--- config.mk ---
export PLATFORM = sky130hd
export DESIGN_NAME = aligned_bump_page_allocator_unit
export DESIGN_NICKNAME = d
export VERILOG_FILES = /design/src/design/abpa_pkg.sv /design/src/design/aligned_bump_page_allocator_unit.sv
export VERILOG_INCLUDE_DIRS = /design/src /design/src/design
export SDC_FILE = /design/constraint.sdc
export NUM_CORES = 1
export LEC_CHECK = 0
export ABC_AREA = 1
export BUFFER_PORTS_ARGS = -buffer_cell sky130_fd_sc_hd__buf_2
export CORE_MARGIN = 2
export CORE_UTILIZATION = 25
export CTS_CLUSTER_SIZE = 14
export DETAILED_ROUTE_END_ITERATION = 7
export GPL_ROUTABILITY_DRIVEN = 0
export GPL_TIMING_DRIVEN = 0
export PLACE_DENSITY = 0.49
export SKIP_CTS_REPAIR_TIMING = 1
export SLEW_MARGIN = 30
export SYNTH_ARGS = -nofsm -noshare
export SYNTH_HDL_FRONTEND = slang
export SYNTH_SLANG_ARGS = --single-unit
--- constraint.sdc ---
create_clock -name clk -period 8.25 [get_ports clk]
set_input_delay 0 -clock clk [delete_from_list [all_inputs] [get_ports clk]]
set_output_delay 0 -clock clk [all_outputs]
set_load 0.005 [all_outputs]
--- src/design/aligned_bump_page_allocator_unit_assert.svh ---
// assertion macros for the aligned bump page allocator
// used by aligned_bump_page_allocator_unit, no other dependencies
`ifndef ALIGNED_BUMP_PAGE_ALLOCATOR_UNIT_ASSERT_SVH
`define ALIGNED_BUMP_PAGE_ALLOCATOR_UNIT_ASSERT_SVH

// same-cycle implication, disabled in reset
`define ABPA_ASSERT_NOW(label, clk, rst, ante, cons, msg) \
  label: assert property (@(posedge clk) disable iff (rst) (ante) |-> (cons)) \
    else $error(msg);

// next-cycle implication, disabled in reset
`define ABPA_ASSERT_NEXT(label, clk, rst, ante, cons, msg) \
  label: assert property (@(posedge clk) disable iff (rst) (ante) |=> (cons)) \
    else $error(msg);

`endif

--- src/design/abpa_pkg.sv ---
// shared widths and codes of the aligned bump page allocator
// no dependencies
package abpa_pkg;

  localparam int PAGE_W = 36;
  localparam int CNT_W  = 10;
  localparam int VM_W   = 4;
  localparam int STAT_W = 2;

  // remainder loop retires one dividend bit per cycle
  localparam int DIV_STEPS = PAGE_W;
  localparam int STEP_W    = $clog2(DIV_STEPS);

  localparam logic FUNC_SET   = 1'b0;
  localparam logic FUNC_ALLOC = 1'b1;

  localparam logic [STAT_W-1:0] STATUS_OK        = 2'd0;
  localparam logic [STAT_W-1:0] STATUS_NULL      = 2'd1;
  localparam logic [STAT_W-1:0] STATUS_EXHAUSTED = 2'd2;

endpackage

--- src/design/aligned_bump_page_allocator_unit.sv ---
// aligned bump page allocator, one pool per virtual machine
// depends on abpa_pkg and aligned_bump_page_allocator_unit_assert.svh
//
//  channel | role   | handshake            | fields
//  --------+--------+----------------------+--------------------------------------
//  request | input  | in_valid / in_ready  | func, vm_id, page_count, start_page
//  result  | output | out_valid / out_ready| page_number, status
//
// a set, a zero count or a rejected request goes from the check step straight to emit
// an allocation runs check, 36 steps of the shared restoring
//   remainder unit (one page-number bit a cycle), pad, finish and emit
// reset clears the per-vm valid bits at once, so there is no clearing pass
// results sit in an output register; a new request is taken while one waits,
//   and the emit step holds until that register is free
`include "aligned_bump_page_allocator_unit_assert.svh"

module aligned_bump_page_allocator_unit
  import abpa_pkg::*;
#(
  parameter int VM_COUNT    = 16,
  parameter int POOL_PAGES  = 4096,
  parameter int MAX_REQUEST = 1023
) (
  input  logic              clk,
  input  logic              rst,
  input  logic              in_valid,
  output logic              in_ready,
  input  logic              func,
  input  logic [VM_W-1:0]   vm_id,
  input  logic [CNT_W-1:0]  page_count,
  input  logic [PAGE_W-1:0] start_page,
  output logic              out_valid,
  input  logic              out_ready,
  output logic [PAGE_W-1:0] page_number,
  output logic [STAT_W-1:0] status
);

  // index and used-count widths follow the parameters; the compare widths are fixed
  localparam int VM_IDX_W = (VM_COUNT > 1) ? $clog2(VM_COUNT) : 1;
  localparam int VM_CMP_W = 9;
  localparam int REQ_W    = 12;
  localparam int USED_W   = $clog2(POOL_PAGES + 2 * MAX_REQUEST);

  // sequencer codes
  localparam logic [2:0] S_IDLE  = 3'd0;
  localparam logic [2:0] S_CHECK = 3'd1;
  localparam logic [2:0] S_DIV   = 3'd2;
  localparam logic [2:0] S_PAD   = 3'd3;
  localparam logic [2:0] S_FIN   = 3'd4;
  localparam logic [2:0] S_EMIT  = 3'd5;

  logic [2:0] state;

  // per-vm pool memories, valid bit means the entry was written since reset
  logic [USED_W-1:0] used_mem  [VM_COUNT];
  logic [PAGE_W-1:0] start_mem [VM_COUNT];
  logic [VM_COUNT-1:0] vld;

  // request latched at transfer
  logic              st_func;
  logic [VM_IDX_W-1:0] st_idx;
  logic              st_vm_ok;
  logic [CNT_W-1:0]  st_cnt;
  logic [PAGE_W-1:0] st_start;

  // registered memory read data
  logic [USED_W-1:0] rd_used;
  logic [PAGE_W-1:0] rd_start;

  // working registers of the allocation
  logic [USED_W-1:0] cur_used;
  logic [PAGE_W-1:0] cur_start;
  logic [PAGE_W-1:0] base;      // unaligned next free page
  logic [PAGE_W-1:0] shreg;     // dividend, shifted out msb first
  logic [CNT_W-1:0]  rem;
  logic [STEP_W-1:0] step;
  logic [CNT_W-1:0]  pad;

  // pending result ahead of the output register
  logic [PAGE_W-1:0] res_page;
  logic [STAT_W-1:0] res_status;

  logic              in_xfer;
  logic [VM_CMP_W-1:0] vm_ext;
  logic [VM_IDX_W-1:0] in_idx;
  logic              in_vm_ok;

  logic [USED_W-1:0] eff_used;
  logic [PAGE_W-1:0] eff_start;
  logic [PAGE_W-1:0] next_free;
  logic              cnt_too_big;
  logic              pool_full;

  logic [CNT_W:0]    trial;
  logic              trial_ge;
  logic [CNT_W-1:0]  rem_next;

  logic [USED_W-1:0] used_new;
  logic              mem_we;
  logic [USED_W-1:0] wr_used;
  logic [PAGE_W-1:0] wr_start;
  logic              out_free;

  assign in_ready = (state == S_IDLE);
  assign in_xfer  = in_valid && in_ready;
  assign out_free = !out_valid || out_ready;

  // vm decode, done once at transfer
  assign vm_ext   = VM_CMP_W'(vm_id);
  assign in_idx   = vm_ext[VM_IDX_W-1:0];
  assign in_vm_ok = vm_ext < VM_CMP_W'(VM_COUNT);

  // an entry never written reads as its reset value of zero
  assign eff_used    = vld[st_idx] ? rd_used  : '0;
  assign eff_start   = vld[st_idx] ? rd_start : '0;
  assign next_free   = eff_start + PAGE_W'(eff_used);
  assign cnt_too_big = REQ_W'(st_cnt) > REQ_W'(MAX_REQUEST);
  assign pool_full   = eff_used >= USED_W'(POOL_PAGES);

  // shared remainder unit: one compare and subtract per cycle
  assign trial    = {rem, shreg[PAGE_W-1]};
  assign trial_ge = trial >= {1'b0, st_cnt};
  assign rem_next = trial_ge ? CNT_W'(trial - {1'b0, st_cnt}) : trial[CNT_W-1:0];

  // used count grows by the count plus the alignment padding
  assign used_new = cur_used + USED_W'(st_cnt) + USED_W'(pad);

  // one write port: a set op writes the new pool, a finished allocation its count
  assign mem_we   = (state == S_FIN)
                 || ((state == S_CHECK) && (st_func == FUNC_SET) && st_vm_ok);
  assign wr_used  = (state == S_FIN) ? used_new  : '0;
  assign wr_start = (state == S_FIN) ? cur_start : st_start;

  always_ff @(posedge clk) begin
    if (mem_we) begin
      used_mem[st_idx]  <= wr_used;
      start_mem[st_idx] <= wr_start;
    end
    if (in_xfer) begin
      rd_used  <= used_mem[in_idx];
      rd_start <= start_mem[in_idx];
    end
  end

  always_ff @(posedge clk) begin
    if (rst) begin
      vld <= '0;
    end else if (mem_we) begin
      vld[st_idx] <= 1'b1;
    end
  end

  // sequencer and output valid
  always_ff @(posedge clk) begin
    if (rst) begin
      state     <= S_IDLE;
      out_valid <= 1'b0;
    end else begin
      // load on emit, clear once the waiting result is taken
      if (state == S_EMIT && out_free) begin
        out_valid <= 1'b1;
      end else if (out_ready) begin
        out_valid <= 1'b0;
      end
      unique case (state)
        S_IDLE: begin
          if (in_xfer) begin
            state <= S_CHECK;
          end
        end
        S_CHECK: begin
          if (st_func == FUNC_SET || st_cnt == '0 || !st_vm_ok || cnt_too_big
              || pool_full) begin
            state <= S_EMIT;
          end else begin
            state <= S_DIV;
          end
        end
        S_DIV: begin
          if (step == '0) begin
            state <= S_PAD;
          end
        end
        S_PAD: begin
          state <= S_FIN;
        end
        S_FIN: begin
          state <= S_EMIT;
        end
        S_EMIT: begin
          if (out_free) begin
            state <= S_IDLE;
          end
        end
        default: begin
          state <= S_IDLE;
        end
      endcase
    end
  end

  // datapath registers, no reset needed
  always_ff @(posedge clk) begin
    if (in_xfer) begin
      st_func  <= func;
      st_idx   <= in_idx;
      st_vm_ok <= in_vm_ok;
      st_cnt   <= page_count;
      st_start <= start_page;
    end

    case (state)
      S_CHECK: begin
        res_page   <= '0;
        cur_used   <= eff_used;
        cur_start  <= eff_start;
        base       <= next_free;
        shreg      <= next_free;
        rem        <= '0;
        step       <= STEP_W'(DIV_STEPS - 1);
        if (st_func == FUNC_SET) begin
          res_status <= STATUS_OK;
        end else if (st_cnt == '0) begin
          res_status <= STATUS_NULL;
        end else if (!st_vm_ok || cnt_too_big || pool_full) begin
          res_status <= STATUS_EXHAUSTED;
        end else begin
          res_status <= STATUS_OK;
        end
      end
      S_DIV: begin
        rem   <= rem_next;
        shreg <= {shreg[PAGE_W-2:0], 1'b0};
        step  <= step - STEP_W'(1);
      end
      S_PAD: begin
        // pad up to the next multiple of the count
        pad <= (rem == '0) ? '0 : (st_cnt - rem);
      end
      S_FIN: begin
        res_page   <= base + PAGE_W'(pad);
        res_status <= STATUS_OK;
      end
      default: begin
      end
    endcase

    if (state == S_EMIT && out_free) begin
      page_number <= res_page;
      status      <= res_status;
    end
  end

  // a transfer always moves the sequencer into the check step
  `ABPA_ASSERT_NEXT(a_xfer_to_check, clk, rst, in_xfer, state == S_CHECK,
    "request transfer did not start the check step")
  // the partial remainder stays below the divisor through the loop
  `ABPA_ASSERT_NOW(a_rem_bound, clk, rst, state == S_DIV, rem < st_cnt,
    "partial remainder reached the divisor")
  // a failed or null request never carries a page number
  `ABPA_ASSERT_NOW(a_fail_zero_page, clk, rst, out_valid && status != STATUS_OK,
    page_number == '0, "non-ok result carries a page number")

endmodule

# == Word level (Yosys, flattened, before mapping) ==
# Memories as Yosys holds them, arrays and structs flattened. A register that Yosys moved wholly into a read port is not among the register bits.
# Cells that the tools add are included.
# op_classes
addsub,7
magnitude_cmp,5
n_reduce_logical,21
bitwise_logic,2
muxes,26
eq_ne,8
# op_table
cell,count
36-bit one-hot mux with 2 select lines,2
36-bit 2-to-1 mux,2
36-bit by 10-bit adder with 36-bit output,1
36-bit by 13-bit adder with 36-bit output,1
13-bit by 10-bit adder with 13-bit output,2
13-bit 2-to-1 mux,2
10-bit zero test,2
10-bit one-hot mux with 2 select lines,1
10-bit subtractor,2
3-bit one-hot mux with 6 select lines,1
16-bit bitwise OR,1
13-bit greater-or-equal comparator (second input constant),1
3-bit 2-to-1 mux,4
6-bit one-hot mux with 2 select lines,1
11-bit by 10-bit greater-or-equal comparator with 1-bit output,1
4-bit by 5-bit less-than comparator with 1-bit output (second input constant),2
10-bit 2-to-1 mux,1
3-bit by 2-bit equality test with 1-bit output (second input constant),2
3-bit equality test (second input constant),2
6-bit zero test,1
1-bit logical OR,6
1-bit 2-to-1 mux,6
2-bit 2-to-1 mux,3
2-bit nonzero test,3
13 further kinds,19
# word_totals
regBits,295
mem_bits_rw,784
word_cells,90
out_inout_bits,40
in_bits,55
n_memories,2
# mem_list
name,depth,word_bits,read_ports,rd_clocked_by_memory_dff,write_ports,line_no,source
start_mem,16,36,1,1,1,aligned_bump_page_allocator_unit.sv:56,logic [PAGE_W-1:0] start_mem [VM_COUNT];
used_mem,16,13,1,1,1,aligned_bump_page_allocator_unit.sv:55,logic [USED_W-1:0] used_mem [VM_COUNT];

# == Longest topological paths before layout ==
# Gate-level depths: netlist of run 1.
# logic_depth
word_depth,9
depth_mapped,26
depth_no_buf,23

# == Worst setup path before layout of run 1 ==
# Ideal clock, no wire load.
# synth_timing
kind,flip-flop to flip-flop
from,register state[2]
to,memory start_mem[10][0] (enable)
required_time_ps,7793
slack_ps,-266
stages_incl_launch_ff,10
period_less_slack_ps,8516
arrival_ps,8058
path_cell_list,dfxtp_1 -> inv_1 -> nand2_1 -> nor2_1 -> inv_1 -> nand2_1 -> nand2_1 -> nor2_1 -> inv_1 -> nor2_1
# synth_via
elab_chain_len,6
# synth_rtl
element,line_no,source
start: declaration,aligned_bump_page_allocator_unit.sv:52,logic [2:0] state;
start signal: assignment,aligned_bump_page_allocator_unit.sv:156,state <= S_IDLE;
start signal: assignment,aligned_bump_page_allocator_unit.sv:168,state <= S_CHECK;
start signal: assignment,aligned_bump_page_allocator_unit.sv:174,state <= S_EMIT;
3-bit by 1-bit equality test with 1-bit output,aligned_bump_page_allocator_unit.sv:130,|| ((state == S_CHECK) && (st_func == FUNC_SET) && st_vm_ok);
1-bit logical AND (2 in a row),aligned_bump_page_allocator_unit.sv:130,
1-bit logical OR (*),aligned_bump_page_allocator_unit.sv:130,
1-bit 2-to-1 mux (*),aligned_bump_page_allocator_unit.sv:135,if (mem_we) begin
1-bit 2-to-1 mux (not written as such) (*),aligned_bump_page_allocator_unit.sv:137,start_mem[st_idx] <= wr_start;
end: declaration,aligned_bump_page_allocator_unit.sv:56,
# Every way passes the cells marked *; elsewhere a longest branch is shown, timed or not.

# == Final worst setup path of run 1 ==
# layout_timing
from,register st_idx[3]
to,"register shreg[30], data pin"
# layout_via
elab_chain_len,5
# layout_rtl
element,line_no,source
start: declaration,aligned_bump_page_allocator_unit.sv:61,logic [VM_IDX_W-1:0] st_idx;
start signal: assignment,aligned_bump_page_allocator_unit.sv:206,st_idx <= in_idx;
1-bit binary-select mux with 4-bit select,aligned_bump_page_allocator_unit.sv:115,assign eff_start = vld[st_idx] ? rd_start : '0;
1-bit 2-to-1 mux (not written as such),aligned_bump_page_allocator_unit.sv:115,
36-bit 2-to-1 mux,aligned_bump_page_allocator_unit.sv:115,
named net eff_start[5],aligned_bump_page_allocator_unit.sv:89,logic [PAGE_W-1:0] eff_start;
36-bit by 13-bit adder with 36-bit output,aligned_bump_page_allocator_unit.sv:116,assign next_free = eff_start + PAGE_W'(eff_used);
36-bit one-hot mux with 2 select lines,aligned_bump_page_allocator_unit.sv:212,case (state)
end signal: assignment,aligned_bump_page_allocator_unit.sv:218,shreg <= next_free;
end signal: assignment,aligned_bump_page_allocator_unit.sv:233,"shreg <= {shreg[PAGE_W-2:0], 1'b0};"
end: declaration,aligned_bump_page_allocator_unit.sv:74,logic [PAGE_W-1:0] shreg;
# The timed path passes the listed nets, and every way through them passes these cells. The select of a mux whose other input is x is not followed.
# A chain may end at the register's enable or synchronous reset.

==> results of run 1 <==
==> final timing paths <==
check,slack (ns),startpoint,endpoint
worst max-delay path,2.52,st_idx[3],shreg[30]
worst min-delay path,-0.01,start_page[5],st_start[5]
worst max register to register,2.52,st_idx[3],shreg[30]
worst min register to register,0.42,res_page[31],page_number[31]
==> registers in the layout (all words and copies together) (netlist names) <==
name / flops
base: 36
cur_start: 36
cur_used: 13
out_valid: 1
pad: 10
page_number: 36
rd_start: 36
rd_used: 13
rem: 10
res_page: 36
res_status: 2
shreg: 36
st_cnt: 10
st_func: 1
st_idx: 4
st_start: 36
start_mem: 576
state: 3
status: 2
step: 6
used_mem: 208
vld: 16
==> per-stage QoR <==
stage / hold slack (ns) / instances / util, %
after detailed placement: 0.1786 / 6304 / 28.12
final: -0.009918 / 6630 / 30.70
after CTS: -0.6418 / 6532 / 30.18
after floorplan: 0.09887 / 3639 / -
after global placement: 0.1789 / 6227 / 27.09
after global routing: 0.001687 / 6629 / 30.70
==> per-layer routing <==
layer | vias to the layer above | part of all wire, % | GRT usage (%)
li1 | 13932 | - | -
met5 | - | 0 | 0
met3 | 213 | 5.7 | 2.048
met1 | 14858 | 43 | 19.25
met4 | 0 | 3.2 | 5.132
met2 | 990 | 48 | 24.52
==> power by group through the flow <==
| stage | Clock, mW | Sequential (mW) | Combinational [mW] |
|---|---|---|---|
| after floorplan | 0 | 7.24 | 1.05 |
| after global placement | 0 | 7.36 | 1.71 |
| after detailed placement | 0 | 7.27 | 1.88 |
| after CTS | 5.45 | 7.16 | 1.89 |
| after global routing | 5.69 | 7.19 | 2.11 |
| final | 5.36 | 7.15 | 1.92 |
==> area by class of cell <==
cell class | count | share of cell area (%)
flip-flops and latches | 1127 | 58.29
multi-input cells | 1947 | 20.32
repair buffers | 266 | 5.467
well taps | 2495 | 5.409
clock buffers | 142 | 5.346
inverters | 392 | 2.549
clock inverters | 86 | 1.370
plain buffers | 173 | 1.244
diodes | 2 | 0.008671
==> cells in the mapped netlist, drive strengths merged (12+ instances only) <==
| cell | number |
|---|---|
| edfxtp | 1107 |
| nand2 | 456 |
| inv | 391 |
| o21ai | 298 |
| a21oi | 296 |
| nor2 | 201 |
| mux2i | 196 |
| o211ai | 196 |
| clkbuf | 129 |
| nand3 | 116 |
| ha | 54 |
| buf | 44 |
| nor3 | 23 |
| dfxtp | 20 |
| xor2 | 19 |
| fa | 15 |
| nand4 | 15 |
| xnor2 | 12 |
==> cell families (layout without fill, tap and decap cells) <==
group           after synthesis  in the layout  synth area share, %
flops                      1127           1127                71.07
simple gates                829            829                7.620
compound gates              822            822                9.899
buf+inv                     565           1059                4.602
mux                         196            196                4.144
fa+ha+maj                    69             69                2.062
xor+xnor                     31             31               0.6053
other cells                   0              2                    0
==> placed cells by master (no fill, tap or decap), types with 14 or more instances in the layout <==
cell type	instances
dfxtp_1	20
buf_16	55
buf_2	121
nand4_1	15
nor2_1	153
xor2_1	17
edfxtp_1	1107
nor2_4	28
nand3_1	114
nor2_2	15
ha_1	54
o21ai_0	293
o211ai_1	196
clkinv_2	21
clkbuf_16	120
dlygate4sd3_1	96
mux2i_1	196
nand2_1	443
buf_4	14
clkinv_1	41
clkbuf_1	142
inv_1	389
fa_1	15
buf_1	15
a21oi_1	286
nor3_1	20
==> impl_metrics.csv, run 1 <==
group,metric,value,unit
final_layout,seq_area,33640,um2
timing,maxClockFrequency,174.4,MHz
synth,synthesis.yosys.warnings,0,
placed_design,postPlaceCellArea,52870,um2
die,pin_count,95,
setup_path,timing.critical_path.depth,21,
synth,postSynthRegisterBits,1127,
setup_path,largest_stage_delay_worst_path,0.68,ns
setup_path,critical_path.most_common_cell,"nand3_1",
global_routing,grt.overflow.total,0,
pwr,power.switching_fraction,26.86,%
clock_network,clk_latency,0.76,ns
synth,seq_area_frac_synth,71.07,%
routing,detailedRoute.firstPassIterationCount,5,
timing,worst_clock_skew,0.04060,ns
final_layout,flow.area_growth_from_synthesis,21.93,%
pwr,part_of_the_total_power_dissipated_in_sequential_elements,49.6,%
global_routing,antenna_found_initial,6,
global_routing,grt_start_max_net_pins,41,
die,die_height,439.1,um
synth,postSynthNetCount,3763,
routing,drcViolationCount,0,
routing,drt-wirelength-per-cell,21.81,um
synth,yosys.cell_types.count,51,
clock_network,cts.clk_slew.worst_paths,0.06,ns
timing,whs,-0.009918,ns
final_layout,final_layout_size_suffix_gt1_share,11.06,%
routing,route.antenna.remaining_nets,0,
global_routing,via_count_of_the_first_global_routing_pass,28953,
status,failed_checks,"negative hold slack",
pwr,leakagePower,20.98,nW
final_layout,final_net_count,4151,
timing,period_share,69.51,%
status,status,"complete, but fails checks",
die,floorplan.initialDensity,25.18,%
synth,syn-instance-count,3639,
die,dieArea,192800,um2
setup_path,cp_cell_sequence,"nand2_1, inv_1, nand2_1, nand2_2, nor2_4, buf_2, buf_2, buf_1, nor2_1, ha_1, a21oi_1, o21ai_0, o21ai_0, nand3_1, nand3_1, nand2_1, nand3_1, inv_1, nand3_1, nand3_1, nand2_1",
clock_network,count_of_clock_tree_sinks,1127,
timing,maxSlewHeadroom,28.78,%
synth,synth_top_area_share,70.22,%
routing,totalWireLength,144.6,mm
routing,drt_iter0_markers,2770,
timing,worstMarginPinSlew,1.068,ns
die,die_x,439.1,um
timing,fin_ws,2.515,ns
final_layout,multi_input_area,11730,um2
timing,timing.final.setup_violations,0,
setup_path,worst-endpoint-required,8.73,ns
placed_design,detailedPlace.worstSlack,2.595,ns
setup_path,crit_path_max_fanout,10,
pwr,clock_share_of_power,37.1,%
final_layout,post-route-cell-area,57720,um2
hold_path,worst_hold_path.num_cells,2,
timing,timing.final.max_slew_violations,0,
synth,netlist.top_cell.by_area,"edfxtp_1",
clock_network,cts_tree,"yes",
synth,synth-edff-count,1107,
setup_path,worst-endpoint-arrival,6.21,ns
pwr,internal_power,10.55,mW
pwr,p_switching,3.877,mW
job,max_cap_viol_count,0,
pwr,total_power,14.43,mW
die,rows,159,
setup_path,crit_end_element,"register",
setup_path,worst_path_dominant_cell_family,"simple AND/OR/NAND/NOR gates",
setup_path,cp_bufs_invs,5,
timing,rsz0062_at_grt,"no",
routing,via_cell_ratio,4.524,
clock_network,cts.root.buffer_cell,"clkbuf_16",
global_routing,track_usage,14.62,%
pwr,irDropWorstVdd,0.1682,mV
global_routing,grt_pass1_wl,204.9,mm
synth,mappedNetlistArea,47340,um2
pwr,share_comb_of_total_power,13.3,%
setup_path,critical_path_start_type,"register",
timing,hold_viol_final,1,
clock_network,cts_htree_levels,3,
setup_path,critPathKind,"register to register",
synth,postSynth.asyncResetShare,0,%
final_layout,final.fill_count,18792,
timing,final_period_minus_worst_setup_slack,5.735,ns
placed_design,placement.io_buffers,93,
die,fp.coreArea,188000,um2
hold_path,worstHoldPathType,"input port to register",
setup_path,worst_path_max_delay_cell,"buf_1",
synth,postSynthAreaPerCell,13.01,um2
clock_network,cts_buffers,120,
placed_design,hpwlAfterDp,101.7,mm
timing,final.setup.tns,0,ns
synth,flip_flop_cell_with_the_highest_count_after_synthesis,"edfxtp_1",
clock_network,clock_tree.buffer_depth,3,
pwr,power_density_of_the_placed_cells,250.0,nW/um2
routing,vias,29993,
synth,cells_taking_the_most_area_after_synthesis,"edfxtp_1 70%, mux2i_1 4.1%, nand2_1 3.5%",
setup_path,ff2ff_path_depth,21,
(Power assumes the default switching activity.)
==> inputs of run 2 (changes only) <==
PLACE_DENSITY = 0.48   (was 0.49)
clock period = 5.4 ns   (was 8.25 ns; I/O delays follow)
==> run 2 against run 1 <==
  * The run now ends clean
  * Critical path depth unchanged
  * Non-clock buffer count down 31
  * Count of clock-buffer cells in the layout up 12
  * Combinational power rose by 53%
  * Via count is 1.2% lower
  * Setup slack got worse by 2.2 ns
==> impl_metrics.csv, run 2 (same netlist as run 1, synthesis figures left out) <==
group,metric,value,unit
pwr,power.switching_fraction,27.06,%
timing,maxSlewHeadroom,29.39,%
routing,vias,29629,
pwr,total_power,21.62,mW
clock_network,cts.clk_slew.worst_paths,0.06,ns
timing,hold_viol_final,0,
global_routing,track_usage,14.68,%
clock_network,cts_tree,"yes",
final_layout,flow.area_growth_from_synthesis,20.76,%
setup_path,crit_path_max_fanout,10,
placed_design,hpwlAfterDp,102.7,mm
die,fp.coreArea,188000,um2
final_layout,biggestRegsByFlops,"start_mem: 576 flops, used_mem: 208 flops",
routing,totalWireLength,144.3,mm
job,max_cap_viol_count,0,
global_routing,grt.overflow.total,0,
die,pin_count,95,
placed_design,postPlaceCellArea,52740,um2
final_layout,number_of_antenna_diodes,0,
die,floorplan.initialDensity,25.18,%
pwr,power_density_of_the_placed_cells,378.2,nW/um2
timing,period_share,93.70,%
setup_path,worst-endpoint-required,5.85,ns
routing,via_cell_ratio,4.498,
global_routing,grt_start_max_net_pins,41,
pwr,leakagePower,20.72,nW
routing,drt-wirelength-per-cell,21.91,um
timing,rsz0062_at_grt,"no",
pwr,part_of_the_total_power_dissipated_in_sequential_elements,50.5,%
routing,drcViolationCount,0,
timing,final.setup.tns,0,ns
final_layout,final_layout_size_suffix_gt1_share,10.87,%
timing,worst_clock_skew,0.05476,ns
setup_path,worst-endpoint-arrival,5.51,ns
global_routing,via_count_of_the_first_global_routing_pass,29236,
die,die_x,439.1,um
setup_path,crit_end_element,"register",
timing,maxClockFrequency,197.6,MHz
setup_path,critPathKind,"register to register",
clock_network,cts.root.buffer_cell,"clkbuf_16",
final_layout,largest_register_ffs,576,
final_layout,multi_input_area,11740,um2
final_layout,layout_commonest_cell,"edfxtp_1",
die,die_height,439.1,um
clock_network,count_of_clock_tree_sinks,1127,
final_layout,post-route-cell-area,57170,um2
clock_network,clk_latency,0.75,ns
die,rows,159,
global_routing,grt_pass1_wl,206.0,mm
final_layout,leading_cell_types_in_the_layout_fill_and_taps_excluded,"1107 x edfxtp_1, 442 x nand2_1, 389 x inv_1",
status,status,"completed",
pwr,p_switching,5.850,mW
global_routing,antenna_found_initial,3,
pwr,irDropWorstVdd,0.2586,mV
hold_path,worstHoldPathType,"input port to register",
placed_design,placement.io_buffers,93,
placed_design,dp_cells,6292,
timing,timing.final.setup_violations,0,
setup_path,critical_path_start_type,"register",
routing,route.antenna.remaining_nets,0,
die,dieArea,192800,um2
clock_network,cts_htree_levels,3,
pwr,clock_share_of_power,35.9,%
final_layout,final_cell_count_no_fill,6587,
timing,timing.final.max_slew_violations,0,
final_layout,seq_area,33640,um2
final_layout,final.fill_count,19005,
final_layout,regMostFlops,"start_mem",
timing,whs,0.002244,ns
clock_network,clock_tree.buffer_depth,3,
timing,final_period_minus_worst_setup_slack,5.060,ns
final_layout,final_net_count,4119,
routing,drt_iter0_markers,2732,
timing,worstMarginPinSlew,1.059,ns
clock_network,cts_buffers,119,
pwr,internal_power,15.77,mW
routing,detailedRoute.firstPassIterationCount,5,
pwr,share_comb_of_total_power,13.5,%
-- run 2: worst max-delay path, stage by stage (launching register included) --
cell	delay, ns
edfxtp_1	0.44
nand2_1	0.37
inv_1	0.07
nand2_1	0.10
nand2_2	0.14
nor2_4	0.27
buf_2	0.33
clkbuf_4	0.35
clkbuf_4	0.32
nor2_1	0.20
ha_1	0.45
a21oi_1	0.12
o21ai_0	0.31
o21ai_0	0.15
nand3_1	0.14
nand3_1	0.14
nand2_1	0.22
nand3_1	0.16
inv_1	0.13
nand3_1	0.14
nand3_1	0.12
nand2_1	0.06
-- run 2: metal layers --
metal | track usage (%) | up-vias | wire, um
li1 | - | 13865 | -
met5 | 0 | - | 0
met2 | 24.85 | 794 | 69850
met3 | 1.978 | 206 | 6921
met1 | 19.48 | 14764 | 63790
met4 | 4.379 | 0 | 3782
-- run 2: metrics by stage --
stage	utilization, %	worst slack, ns
after floorplan	-	-0.5419
after global placement	27.10	-5.093
after detailed placement	28.05	-0.1694
after CTS	29.99	-0.2233
after global routing	30.41	0.04125
final	30.41	0.3401
-- run 2: area by class of cell --
type / count / area share, %
buffer: 173 / 1.278
clock inverter: 64 / 0.8208
sequential: 1127 / 58.85
clock buffer: 154 / 5.546
tap: 2495 / 5.461
multi-input combinational: 1947 / 20.54
inverter: 392 / 2.574
timing repair buffer: 235 / 4.933
-- run 2: final timing paths --
| check | start | end | slack (ns) | cells after the start |
|---|---|---|---|---|
| setup / recovery | st_idx[3] | shreg[30] | 0.34 | 21 |
| hold / removal | start_page[1] | st_start[1] | 0.002 | 2 |
| setup reg to reg | st_idx[3] | shreg[30] | 0.34 | 21 |
| hold reg to reg | res_status[0] | status[0] | 0.42 | 0 |
-- run 2: power by group through the flow --
stage / Sequential, mW / Clock (mW) / Combinational [mW]
after global routing: 11.0 / 8.26 / 3.21
final: 10.9 / 7.76 / 2.93
after floorplan: 11.0 / 0 / 1.61
after CTS: 10.9 / 7.94 / 2.90
after detailed placement: 11.1 / 0 / 2.89
after global placement: 11.2 / 0 / 2.63
